==> src/design/rsame_pkg.sv <==
// rsame_pkg: shared constants for the modular exponentiation block.
// Configuration register indexes, index width and byte width. No dependencies.
`timescale 1ns / 1ps
`default_nettype none

package rsame_pkg;

	// configuration register index
	localparam int unsigned REG_IDX_W = 2;

	localparam logic [REG_IDX_W-1:0] REG_KEY_EXPONENT = 2'd0;
	localparam logic [REG_IDX_W-1:0] REG_MODULUS      = 2'd1;
	localparam logic [REG_IDX_W-1:0] REG_BYTE_OUTPUT  = 2'd2;

	// low byte kept in byte mode
	localparam int unsigned BYTE_BITS = 8;

endpackage

`default_nettype wire

==> src/design/rsame_mulmod.sv <==
// rsame_mulmod: interleaved (MSB-first) modular multiplier, one bit of b per cycle.
// Self-contained; used by rsa_modular_exponentiation.
`timescale 1ns / 1ps
`default_nettype none

module rsame_mulmod #(
	parameter int unsigned W = 31
) (
	input  wire logic         clk,
	input  wire logic         arst_n,
	input  wire logic         start,
	input  wire logic [W-1:0] opa,
	input  wire logic [W-1:0] opb,
	input  wire logic [W-1:0] modulus,
	output logic              done,
	output logic [W-1:0]      product
);

	localparam int unsigned CNT_W = $clog2(W);

	logic             busy_q;
	logic             done_q;
	logic [CNT_W-1:0] cnt_q;
	logic [W-1:0]     a_q;
	logic [W-1:0]     b_q;
	logic [W-1:0]     acc_q;

	logic [W:0]   dbl;
	logic [W:0]   mod_x;
	logic [W-1:0] dbl_r;
	logic [W:0]   sum;
	logic [W-1:0] sum_r;
	logic [W-1:0] acc_d;

	// acc = 2*acc mod m, then + a mod m when the current bit of b is set
	always_comb begin
		mod_x = {1'b0, modulus};
		dbl   = {acc_q, 1'b0};
		dbl_r = (dbl >= mod_x) ? W'(dbl - mod_x) : W'(dbl);
		sum   = {1'b0, dbl_r} + {1'b0, a_q};
		sum_r = (sum >= mod_x) ? W'(sum - mod_x) : W'(sum);
		acc_d = b_q[W-1] ? sum_r : dbl_r;
	end

	always_ff @(posedge clk or negedge arst_n) begin
		if (!arst_n) begin
			busy_q <= 1'b0;
			done_q <= 1'b0;
			cnt_q  <= '0;
		end else begin
			done_q <= 1'b0;
			if (start) begin
				busy_q <= 1'b1;
				cnt_q  <= CNT_W'(W - 1);
			end else if (busy_q) begin
				if (cnt_q == '0) begin
					busy_q <= 1'b0;
					done_q <= 1'b1;
				end else begin
					cnt_q <= cnt_q - 1'b1;
				end
			end
		end
	end

	always_ff @(posedge clk) begin
		if (start) begin
			a_q   <= opa;
			b_q   <= opb;
			acc_q <= '0;
		end else if (busy_q) begin
			acc_q <= acc_d;
			b_q   <= {b_q[W-2:0], 1'b0};
		end
	end

	assign done    = done_q;
	assign product = acc_q;

endmodule

`default_nettype wire

==> src/design/rsa_modular_exponentiation.sv <==
// rsa_modular_exponentiation: top level, config registers, square-and-multiply sequencer.
// Depends on rsame_pkg and rsame_mulmod.
//
// Raises each input word to key_exponent modulo modulus (right-to-left
// square-and-multiply) and returns one output word per input word. The input
// is first reduced mod modulus on the same multiplier (as 1 * value), and the
// running result starts at 1 mod modulus, so exponent 0 gives 1 (or 0 when
// the modulus is 1). All products go through one interleaved modular
// multiplier. Per word: the reduction, then for each exponent bit up to the
// highest set one, the sequencer picks the next operation in S_NEXT and runs
// a square, plus a multiply before it for a set bit; the square after the top
// set bit is skipped. S_FIN then hands the word to the output register.
// A zero modulus goes straight from S_IDLE to S_FIN, with value_out 0 and
// zero_modulus set. in_stall is high while a word is in flight; the result
// sits in an output register, so a stalled output does not hold the next
// word's computation, only its hand-off. Byte mode keeps the low 8 bits.
// Configuration writes must only happen while the block is idle.
`timescale 1ns / 1ps
`default_nettype none

module rsa_modular_exponentiation
	import rsame_pkg::*;
#(
	parameter int unsigned OPERAND_WIDTH = 31
) (
	input  wire logic                     clk,
	input  wire logic                     arst_n,
	// configuration write port
	input  wire logic                     cfg_we,
	input  wire logic [REG_IDX_W-1:0]     cfg_index,
	input  wire logic [OPERAND_WIDTH-1:0] cfg_data,
	// input words
	input  wire logic                     in_valid,
	output logic                          in_stall,
	input  wire logic [OPERAND_WIDTH-1:0] value_in,
	// output words
	output logic                          out_valid,
	input  wire logic                     out_stall,
	output logic [OPERAND_WIDTH-1:0]      value_out,
	output logic                          zero_modulus
);

	localparam int unsigned W = OPERAND_WIDTH;
	localparam logic [W-1:0] BYTE_MASK = W'((1 << BYTE_BITS) - 1);

	// sequencer states
	localparam logic [2:0] S_IDLE   = 3'd0;
	localparam logic [2:0] S_REDUCE = 3'd1;
	localparam logic [2:0] S_NEXT   = 3'd2;
	localparam logic [2:0] S_MUL    = 3'd3;
	localparam logic [2:0] S_SQR    = 3'd4;
	localparam logic [2:0] S_FIN    = 3'd5;

	// configuration registers
	logic [W-1:0] key_exponent_q;
	logic [W-1:0] modulus_q;
	logic         byte_output_q;

	// working registers
	logic [2:0]   state_q;
	logic [W-1:0] acc_q;     // running result
	logic [W-1:0] sq_q;      // base^(2^i) mod m
	logic [W-1:0] exp_q;     // exponent, consumed LSB first
	logic         zmod_q;

	// output register
	logic         out_valid_q;
	logic [W-1:0] value_out_q;
	logic         zmod_out_q;

	// shared multiplier
	logic         mul_start;
	logic [W-1:0] mul_a;
	logic [W-1:0] mul_b;
	logic         mul_done;
	logic [W-1:0] mul_p;

	logic in_take;
	logic out_free;
	logic exp_last;   // no set bits above the current one
	logic [W-1:0] result;

	assign in_take  = in_valid && (state_q == S_IDLE);
	assign out_free = !out_valid_q || !out_stall;
	assign exp_last = (exp_q >> 1) == '0;

	always_comb begin
		result = zmod_q ? '0 : (byte_output_q ? (acc_q & BYTE_MASK) : acc_q);
	end

	// operand selection and start for the shared multiplier
	always_comb begin
		mul_start = 1'b0;
		mul_a     = sq_q;
		mul_b     = sq_q;
		unique case (state_q)
			S_IDLE: begin
				// reduction: 1 * value mod m
				mul_start = in_take && (modulus_q != '0);
				mul_a     = W'(1);
				mul_b     = value_in;
			end
			S_NEXT: begin
				if (exp_q != '0) begin
					mul_start = 1'b1;
					if (exp_q[0]) begin
						mul_a = acc_q;
					end
				end
			end
			S_MUL: begin
				mul_start = mul_done && !exp_last;
			end
			default: begin
				mul_start = 1'b0;
			end
		endcase
	end

	rsame_mulmod #(
		.W(W)
	) u_mulmod (
		.clk     (clk),
		.arst_n  (arst_n),
		.start   (mul_start),
		.opa     (mul_a),
		.opb     (mul_b),
		.modulus (modulus_q),
		.done    (mul_done),
		.product (mul_p)
	);

	// configuration writes
	always_ff @(posedge clk or negedge arst_n) begin
		if (!arst_n) begin
			key_exponent_q <= '0;
			modulus_q      <= '0;
			byte_output_q  <= 1'b0;
		end else if (cfg_we) begin
			unique case (cfg_index)
				REG_KEY_EXPONENT: key_exponent_q <= cfg_data;
				REG_MODULUS:      modulus_q      <= cfg_data;
				REG_BYTE_OUTPUT:  byte_output_q  <= cfg_data[0];
				default:          ;
			endcase
		end
	end

	// sequencer
	always_ff @(posedge clk or negedge arst_n) begin
		if (!arst_n) begin
			state_q     <= S_IDLE;
			out_valid_q <= 1'b0;
		end else begin
			// load on hand-off, clear once taken
			if ((state_q == S_FIN) && out_free) begin
				out_valid_q <= 1'b1;
			end else if (!out_stall) begin
				out_valid_q <= 1'b0;
			end
			unique case (state_q)
				S_IDLE: begin
					if (in_take) begin
						state_q <= (modulus_q == '0) ? S_FIN : S_REDUCE;
					end
				end
				S_REDUCE: begin
					if (mul_done) begin
						state_q <= S_NEXT;
					end
				end
				S_NEXT: begin
					if (exp_q == '0) begin
						state_q <= S_FIN;
					end else if (exp_q[0]) begin
						state_q <= S_MUL;
					end else begin
						state_q <= S_SQR;
					end
				end
				S_MUL: begin
					if (mul_done) begin
						state_q <= exp_last ? S_FIN : S_SQR;
					end
				end
				S_SQR: begin
					if (mul_done) begin
						state_q <= S_NEXT;
					end
				end
				S_FIN: begin
					if (out_free) begin
						state_q <= S_IDLE;
					end
				end
				default: begin
					state_q <= S_IDLE;
				end
			endcase
		end
	end

	// datapath registers
	always_ff @(posedge clk) begin
		if (in_take) begin
			zmod_q <= (modulus_q == '0);
			acc_q  <= (modulus_q == W'(1)) ? '0 : W'(1);
			exp_q  <= key_exponent_q;
		end
		if (mul_done) begin
			if (state_q == S_MUL) begin
				acc_q <= mul_p;
			end else begin
				sq_q <= mul_p;
			end
			if (state_q == S_SQR) begin
				exp_q <= exp_q >> 1;
			end
		end
		if ((state_q == S_FIN) && out_free) begin
			value_out_q <= result;
			zmod_out_q  <= zmod_q;
		end
	end

	assign in_stall     = (state_q != S_IDLE);
	assign out_valid    = out_valid_q;
	assign value_out    = value_out_q;
	assign zero_modulus = zmod_out_q;

endmodule

`default_nettype wire
==> config.mk <==
export PLATFORM = sky130hd
export DESIGN_NAME = rsa_modular_exponentiation
export DESIGN_NICKNAME = d
export VERILOG_FILES = /design/src/design/rsame_pkg.sv /design/src/design/rsame_mulmod.sv /design/src/design/rsa_modular_exponentiation.sv
export SDC_FILE = /design/constraint.sdc
export NUM_CORES = 1
export LEC_CHECK = 0
export ABC_AREA = 0
export BUFFER_PORTS_ARGS = -buffer_cell sky130_fd_sc_hd__buf_4
export CORE_MARGIN = 1.5
export CORE_UTILIZATION = 35
export CTS_BUF_LIST = sky130_fd_sc_hd__clkbuf_16
export CTS_CLUSTER_DIAMETER = 100
export DETAILED_ROUTE_END_ITERATION = 12
export PLACE_DENSITY = 0.56
export SLEW_MARGIN = 20
export SYNTH_ARGS = -nofsm -noshare
export SYNTH_HDL_FRONTEND = slang
export SYNTH_SLANG_ARGS = --single-unit
==> constraint.sdc <==
create_clock -name clk -period 7.4 [get_ports clk]
set_input_delay 0.74 -clock clk [delete_from_list [all_inputs] [get_ports clk]]
set_output_delay 0.74 -clock clk [all_outputs]
set_load 0.02 [all_outputs]
==> out/metrics.yaml, run 1 <==
yosys:
  synth-simple-area-share_pct: 12.4
  synth-edff-count: 126
  synth.ff_latch_count: 293
  synth_top_family_by_area: "compound AO/OA/AOI/OAI gates"
  synthMuxAreaShare_pct: 9.12
  synth.distinct_cells: 77
  netlist_instances: 1736
  synth_compound_area_share_pct: 19.4
  synthAdderAreaFrac_pct: 7.29
  seq_area_frac_synth_pct: 43.8
  synth_area_leaders: "edfxtp_1 (22%), dfxtp_1 (11%), dfrtp_1 (11%)"
  ys.flop_type: "edfxtp_1"
  synth-xor-area-share_pct: 4.45
  synth-async-reset-ratio_pct: 25.3
  yosysTopAreaCell: "edfxtp_1"
  avgSynthCellArea_sq_um: 9.87
  syn_nets: 1903
  yosys_warnings: 0
  synth_top_cell_area_share_pct: 22.1
  syn-cell-area_sq_um: 17100
global_route:
  grt_overflow: 0
  antenna_found_initial: 0
  grtUsageTotal_pct: 20.1
  grt_pass1_vias: 13100
  grt_max_degree: 75
  grt_pass1_wl_um: 77900
die:
  core_area_sq_um: 48000
  die_w_um: 224
  dieArea_sq_um: 50300
  dieHeight_um: 224
  num_rows: 80
  start_util_pct: 35.7
  io_pins: 103
layout:
  final_core_utilization_pct: 41.9
  design_area_sq_um: 20200
  stdcell_count: 2483
  syn_to_final_growth_pct: 17.6
  diodes: 0
  most-common-layout-cells: "nand2_1 (188), buf_4 (144), edfxtp_1 (126)"
  drive_gt1_share_pct: 18.7
  nets: 2009
  layout_commonest_cell: "nand2_1"
clock_network:
  clockRootBuffer: "clkbuf_16"
  h-tree-depth: 2
  cts_buffer_depth: 3
  clk_pin_slew_worst_paths_ns: 0.06
  cts_made_buffers: 35
  cts_tree: "done"
  clk_latency_ns: 0.56
  cts.sinks: 293
setup_path:
  arrival_ns: 7.54
  crit_path_max_fanout: 20
  crit_end: "u_mulmod.product[2]"
  timing.rr.start: "modulus_q[21]"
  rr_worst_depth: 32
  worst_path_max_delay_cell: "dfrtp_1"
  r2r-end: "u_mulmod.product[2]"
  setup.worst_path.class: "reg -> reg"
  crit_top_cell: "buf_4"
  end_kind: "flop"
  worst_ep_required_time_ns: 7.85
  startpoint: "modulus_q[21]"
  cpPeakStageDelay_ns: 0.40
  r2r_setup_slack_ns: 0.31
  critPathLaunchType: "flop"
timing:
  layout_min_cycle_time_ns: 7.09
  setup_viol: 0
  worst_slew_pin_slew_ns: 0.981
  clock.fmax_mhz: 141
  fin_skew_ns: 0.0353
  fin_ws_ns: 0.307
  final_hold_viol_count: 0
  min_period_over_period_pct: 95.8
  slew_headroom_pct: 34.0
  drv_slew: 0
drt:
  drtAntennaViolNets: 0
  drc: 0
  wl_per_cell_um: 20.6
  viasPerCell: 5.48
  first_iter_violations: 869
  vias: 13600
  drtPass1Iterations: 5
  wirelength_um: 51100
placed_design:
  gp_congestion: 0.883
  dpl.hpwl_um: 38800
  port_buffers: 102
  dp.cells: 2411
  dp_slack_ns: -0.222
  placed_area_sq_um: 18700
hold_path:
  hold_class: "in -> async"
flow_run:
  maxCapViolations: 0
run_status:
  status: "completed"
==> area by class of cell <==
type                            instances  area, sq um
Clock buffer                           35          876
Timing Repair Buffer                  150         1190
Clock inverter                         28          185
Inverter                               67          251
Sequential cell                       293         7500
Tap cell                              615          769
Multi-Input combinational cell       1295         9370
Fill cell                            4725        27900
==> worst min-delay path by stage <==
stage | start | end | slack, ns | cells after the start
after floorplan | arst_n | byte_output_q | 0.44 | 0
after global routing | arst_n | u_mulmod.cnt_q[0] | 0.30 | 1
final | arst_n | u_mulmod.cnt_q[0] | 0.24 | 1
after CTS | arst_n | u_mulmod.cnt_q[0] | 0.40 | 1
after detailed placement | exp_q[30] | exp_q[30] | 0.47 | 2
after global placement | exp_q[19] | exp_q[18] | 0.46 | 2
==> repair_timing <==
action | in CTS | in global routing
endpoints found under the setup margin | 29 | 31
hold endpoints to repair | 0 | 0
setup buffers | 0 | 7
hold buffers | 0 | 0
gates cloned | 0 | 2
gates resized for setup | 5 | 62
pin swaps | 1 | 16
==> sequential cells by signal, indices dropped and copies added, names as in the netlist <==
register / cells
acc_q: 31
byte_output_q: 1
exp_q: 31
key_exponent_q: 31
modulus_q: 31
out_valid: 1
sq_q: 31
state_q: 3
u_mulmod.a_q: 31
u_mulmod.b_q: 31
u_mulmod.busy_q: 1
u_mulmod.cnt_q: 5
u_mulmod.done: 1
u_mulmod.product: 31
value_out: 31
zero_modulus: 1
zmod_q: 1
==> stage by stage <==
stage          hold WS (ns)  TNS (ns)
3_5_place_dp          0.469     -2.05
6_report              0.244         0
2_1_floorplan         0.444         0
5_1_grt               0.299   -0.0661
3_3_place_gp          0.464     -2.72
4_1_cts               0.397         0
==> logic make-up (layout without fill, tap and decap cells) <==
kind of cell / count (synthesis) / in the layout
and+or+nand+nor: 452 / 452
DFF: 293 / 293
adders and majority gates: 98 / 98
buffers and inverters: 148 / 280
AOI/OAI and AO/OA: 511 / 511
xor gates and xnor gates: 87 / 87
muxes: 147 / 147
==> cells in the mapped netlist, types with 19 or more instances <==
master	instances
nor2b_1	22
clkbuf_1	55
mux2_2	69
nand4_1	19
nor3_1	24
dfxtp_1	93
edfxtp_1	126
nand2_1	188
mux2i_1	77
a211oi_1	23
dfrtp_1	74
nor2_1	89
xnor2_1	50
o21ai_1	39
a21oi_1	108
ha_1	95
xor2_1	37
a22o_1	67
and2_1	32
a21o_1	30
o21ai_0	126
inv_1	66
==> metal layers <==
layer	vias up	wire [um]	GRT usage, %	share of wire (%)
met5	-	0	0	0
met4	0	1040	5.48	2.0
met3	62	2840	2.83	5.6
met2	434	21500	29.1	42
met1	6497	25700	30.9	50
li1	6616	-	-	-
==> critical path, delay by kind of cell, from the launching register on <==
family                   cells  cell delay, ns
AO/OA/AOI/OAI               18            3.70
adder cells (fa/ha/maj)      3            0.98
buffers and inverters        6            0.96
AND/OR/NAND/NOR              3            0.45
flip-flops                   1            0.40
multiplexers                 1            0.32
XOR/XNOR                     1            0.16
Power of run 1 is not shown: default switching activity piles up to over one toggle a cycle in this logic, so the estimate is an artifact.
==> inputs of run 2 (changes only) <==
--- a/config.mk
+++ b/config.mk
@@ -7,12 +7,14 @@
 export LEC_CHECK = 0
 export ABC_AREA = 0
 export BUFFER_PORTS_ARGS = -buffer_cell sky130_fd_sc_hd__buf_4
+export CELL_PAD_IN_SITES_DETAIL_PLACEMENT = 0
+export CELL_PAD_IN_SITES_GLOBAL_PLACEMENT = 1
 export CORE_MARGIN = 1.5
 export CORE_UTILIZATION = 35
 export CTS_BUF_LIST = sky130_fd_sc_hd__clkbuf_16
 export CTS_CLUSTER_DIAMETER = 100
 export DETAILED_ROUTE_END_ITERATION = 12
-export PLACE_DENSITY = 0.56
+export PLACE_DENSITY = 0.66
 export SLEW_MARGIN = 20
 export SYNTH_ARGS = -nofsm -noshare
 export SYNTH_HDL_FRONTEND = slang
==> run 2 against run 1 <==
  * Global-route usage up 0.58 points
  * Via count up 2.7%
  * Count of clock-buffer cells in the layout increased by 3
  * Wire length increased by 2.4%
  * Final cell count increased by 3.4%
  * Register-to-register slack worse by 0.02 ns
  * Die area did not move
  * Setup slack got worse by 0.024 ns
  * Worst hold slack worse by 0.16 ns
  * Critical endpoint unchanged
  * Largest cell class unchanged
  * Highest routed layer unchanged
==> out/metrics.yaml, run 2 (synthesized netlist as in run 1, its figures left out) <==
run_status:
  status: "completed"
clock_network:
  clockRootBuffer: "clkbuf_16"
  cts_made_buffers: 36
  cts_tree: "done"
  clk_latency_ns: 0.56
  cts.sinks: 293
  hold_buffers: 0
  h-tree-depth: 2
  clk_pin_slew_worst_paths_ns: 0.06
  cts_buffer_depth: 3
global_route:
  grtUsageMet2_pct: 30.5
  use_met3_pct: 3.23
  grt_overflow: 0
  grt.busiest_layer: "met1"
  grtUsageTotal_pct: 20.7
  grt_max_degree: 75
  grt_pass1_wl_um: 79600
  grt_util_met1_pct: 31.7
  antenna_found_initial: 0
  grt_pass1_vias: 13500
drt:
  drtAntennaViolNets: 0
  wl_per_cell_um: 20.4
  drtPass1Iterations: 5
  wirelength_um: 52300
  vias: 14000
  viasPerCell: 5.44
  first_iter_violations: 927
  drc: 0
die:
  start_util_pct: 35.7
  die_w_um: 224
  core_area_sq_um: 48000
  dieHeight_um: 224
  io_pins: 103
  dieArea_sq_um: 50300
  num_rows: 80
setup_path:
  critPathLaunchType: "flop"
  crit_path_max_fanout: 24
  worst_path_max_delay_cell: "dfxtp_1"
  arrival_ns: 7.57
  r2r-end: "u_mulmod.product[2]"
  end_kind: "flop"
  r2r_setup_slack_ns: 0.28
  startpoint: "u_mulmod.product[16]"
  setup.worst_path.class: "reg -> reg"
  timing.rr.start: "u_mulmod.product[16]"
  cpPeakStageDelay_ns: 0.47
  rr_worst_depth: 31
  worst_ep_required_time_ns: 7.85
placed_design:
  dpl.hpwl_um: 40000
  dp.cells: 2496
  port_buffers: 102
  dp_slack_ns: 0.0101
  gp_congestion: 0.886
layout:
  fillers: 4687
  diodes: 0
  regArea_sq_um: 7500
  multiInputGateArea_sq_um: 9200
  stdcell_count: 2568
  final_core_utilization_pct: 43.1
  most-common-layout-cells: "buf_4 (227), nand2_1 (188), edfxtp_1 (126)"
  syn_to_final_growth_pct: 20.8
  drive_gt1_share_pct: 20.6
  nets: 2093
  layout_commonest_cell: "buf_4"
timing:
  drv_slew: 0
  fin_skew_ns: 0.0236
  final_hold_viol_count: 0
  layout_min_cycle_time_ns: 7.12
  worst_slew_pin_slew_ns: 1.01
  slew_headroom_pct: 32.2
  min_period_over_period_pct: 96.2
  fin_ws_ns: 0.283
  tns_ns: 0
  clock.fmax_mhz: 141
  rsz0062_at_grt: "no"
  setup_viol: 0
hold_path:
  hold_class: "in -> async"
flow_run:
  maxCapViolations: 0
-- run 2: cell types whose count changed in the layout (fill, tap and decap cells not counted), sizes merged --
cell and change:
clkinv -2, clkbuf +2, bufinv +1, buf +84, inv +1, clkinvlp -1
-- run 2: what timing repair did --
action                     in CTS  in global routing
setup endpoints to repair       1                 31
gates resized for setup         1                 28
gates cloned                    0                  1
buffers inserted                0                  5
hold endpoints to repair        0                  0
pin swaps                       0                 12
-- run 2: metal layers --
layer	vias up	wire length [um]
met4	0	818
met2	370	21900
met3	55	2840
met5	-	0
li1	6791	-
met1	6756	26800
-- run 2: layout make-up --
class                           count  share of cell area (%)
Clock buffer                       38                    4.60
Clock inverter                     27                   0.925
Timing Repair Buffer              233                    8.83
Sequential cell                   293                    36.2
Tap cell                          615                    3.72
Inverter                           67                    1.22
Multi-Input combinational cell   1295                    44.5
-- run 2: worst max path at each step --
stage / slack (ns) / end
after floorplan: 0.90 / u_mulmod.product[21]
after global placement: 0.1 / u_mulmod.product[2]
after detailed placement: 0.01 / u_mulmod.product[2]
after CTS: 0.08 / u_mulmod.product[2]
after global routing: 0.003 / u_mulmod.product[22]
final: 0.28 / u_mulmod.product[2]
-- run 2: critical path, delay by kind of cell, from the launching register on --
kind	cells	cell delay, ns
compound gates	18	3.81
fa+ha+maj	3	1.01
buf+inv	4	0.72
simple gates	5	0.69
flops	1	0.47
xor+xnor	1	0.27
-- run 2: stage by stage --
step,hold slack (ns),instance area [sq um]
finish,0.0856,20700
detailed placement,0.473,19300
global route,0.0931,20700
CTS,0.378,20500
floorplan,0.444,17100
global placement,0.467,19300
Power of run 2 is left out for the same reason.
==> inputs of run 3 (changes only) <==
==> constraint.sdc (replaced) <==
create_clock -name clk -period 8.47 [get_ports clk]
set_input_delay 0.847 -clock clk [delete_from_list [all_inputs] [get_ports clk]]
set_output_delay 0.847 -clock clk [all_outputs]
set_load 0.02 [all_outputs]
==> run 3 against run 2 <==
  * Setup slack better by 0.16 ns
  * Final cell count down 4.2%
  * Global-route usage down 0.25 points
  * Design area down 5.0%
  * Wire length down 1.3%
  * Critical path depth down 2
  * Sequential share of layout area up 1.9 points
  * Sequential cell count unchanged
  * Via count down 2.8%
  * Critical endpoint is now u_mulmod.product[30]
  * Largest cell class unchanged
==> out/metrics.yaml, run 3 (synthesized netlist as in run 1, its figures left out) <==
layout:
  design_area_sq_um: 19700
  layout_commonest_cell: "nand2_1"
  most-common-layout-cells: "nand2_1 (188), o21ai_0 (126), edfxtp_1 (126)"
  syn_to_final_growth_pct: 14.7
  stdcell_count: 2459
  drive_gt1_share_pct: 14.6
  fillers: 4784
  nets: 1985
  diodes: 0
timing:
  setup_viol: 0
  fin_skew_ns: 0.0221
  worst_slew_pin_slew_ns: 1.09
  fin_ws_ns: 0.441
  slew_headroom_pct: 26.7
  layout_min_cycle_time_ns: 8.03
  drv_slew: 0
  tns_ns: 0
  clock.fmax_mhz: 125
  rsz0062_at_grt: "no"
  min_period_over_period_pct: 94.8
  final_hold_viol_count: 0
drt:
  vias: 13600
  drtPass1Iterations: 5
  viasPerCell: 5.52
  drc: 0
  first_iter_violations: 972
  wl_per_cell_um: 21.0
  wirelength_um: 51600
  drtAntennaViolNets: 0
setup_path:
  end_kind: "flop"
  worst_path_max_delay_cell: "o41ai_1"
  r2r-end: "u_mulmod.product[30]"
  arrival_ns: 8.53
  rr_worst_depth: 29
  critPathLaunchType: "flop"
  crit_top_cell: "o211ai_1"
  worst_ep_required_time_ns: 8.97
  r2r_setup_slack_ns: 0.44
  timing.rr.start: "modulus_q[0]"
  setup.worst_path.class: "reg -> reg"
  cpPeakStageDelay_ns: 0.61
  crit_path_max_fanout: 35
die:
  num_rows: 80
  dieArea_sq_um: 50300
  start_util_pct: 35.7
  dieHeight_um: 224
  core_area_sq_um: 48000
  die_w_um: 224
  io_pins: 103
global_route:
  grt_pass1_wl_um: 78600
  antenna_found_initial: 0
  grt_max_degree: 75
  grt_pass1_vias: 12900
  grt_overflow: 0
  grtUsageTotal_pct: 20.4
clock_network:
  hold_buffers: 0
  cts.sinks: 293
  cts_tree: "done"
  clk_pin_slew_worst_paths_ns: 0.06
  cts_setup_buffers: 0
  cts_made_buffers: 35
  cts_buffer_depth: 3
  clk_latency_ns: 0.55
  ctsResizeCount: 0
  h-tree-depth: 2
  clockRootBuffer: "clkbuf_16"
placed_design:
  dp.cells: 2396
  dpl.hpwl_um: 39100
  port_buffers: 102
  placed_area_sq_um: 18600
  gp_congestion: 0.907
  dp_slack_ns: 0.490
run_status:
  status: "completed"
hold_path:
  hold_class: "in -> async"
flow_run:
  maxCapViolations: 0
-- run 3: cell types whose count changed in the layout (fill, tap and decap cells not counted), sizes merged --
cell,before,now
clkinv,11,13
buf,232,126
clkinvlp,1,0
clkbuf,39,35
-- run 3: through the flow --
stage	util, %	hold slack [ns]
after detailed placement	38.7	0.473
after CTS	40.9	0.479
after floorplan	-	0.446
after global routing	40.9	0.402
final	40.9	0.338
after global placement	38.7	0.467
-- run 3: area by class of cell --
class,count,area (sq um),share of cell area [%]
Multi-Input combinational cell,1295,9100,46.3
Sequential cell,293,7500,38.1
Timing Repair Buffer,126,962,4.90
Clock buffer,35,876,4.46
Tap cell,615,769,3.92
Inverter,67,251,1.28
Clock inverter,28,198,1.01
-- run 3: critical path, delay by kind of cell, from the launching register on --
kind | cells | cell delay, ns
AOI/OAI and AO/OA | 18 | 4.33
adders and majority gates | 3 | 1.23
muxes | 2 | 0.76
and+or+nand+nor | 3 | 0.55
buffers and inverters | 2 | 0.50
DFF | 1 | 0.43
xor gates and xnor gates | 1 | 0.19
-- run 3: routing by layer --
metal  GRT usage, %  wire [um]  up-vias
met1           31.5      26200     6530
met3           3.20       3070       52
met5              0          0        -
met2           29.6      21500      424
met4           4.87        890        0
li1               -          -     6575
-- run 3: worst max path at each step --
| stage | cells past startpoint | slack, ns | start | to |
|---|---|---|---|---|
| after floorplan | 33 | 1.97 | modulus_q[0] | u_mulmod.product[21] |
| after global placement | 29 | 0.46 | modulus_q[0] | u_mulmod.product[30] |
| after detailed placement | 29 | 0.49 | modulus_q[0] | u_mulmod.product[30] |
| after CTS | 29 | 0.45 | modulus_q[0] | u_mulmod.product[30] |
| after global routing | 30 | 0.10 | modulus_q[0] | u_mulmod.product[2] |
| final | 29 | 0.44 | modulus_q[0] | u_mulmod.product[30] |
Power of run 3 is left out for the same reason.
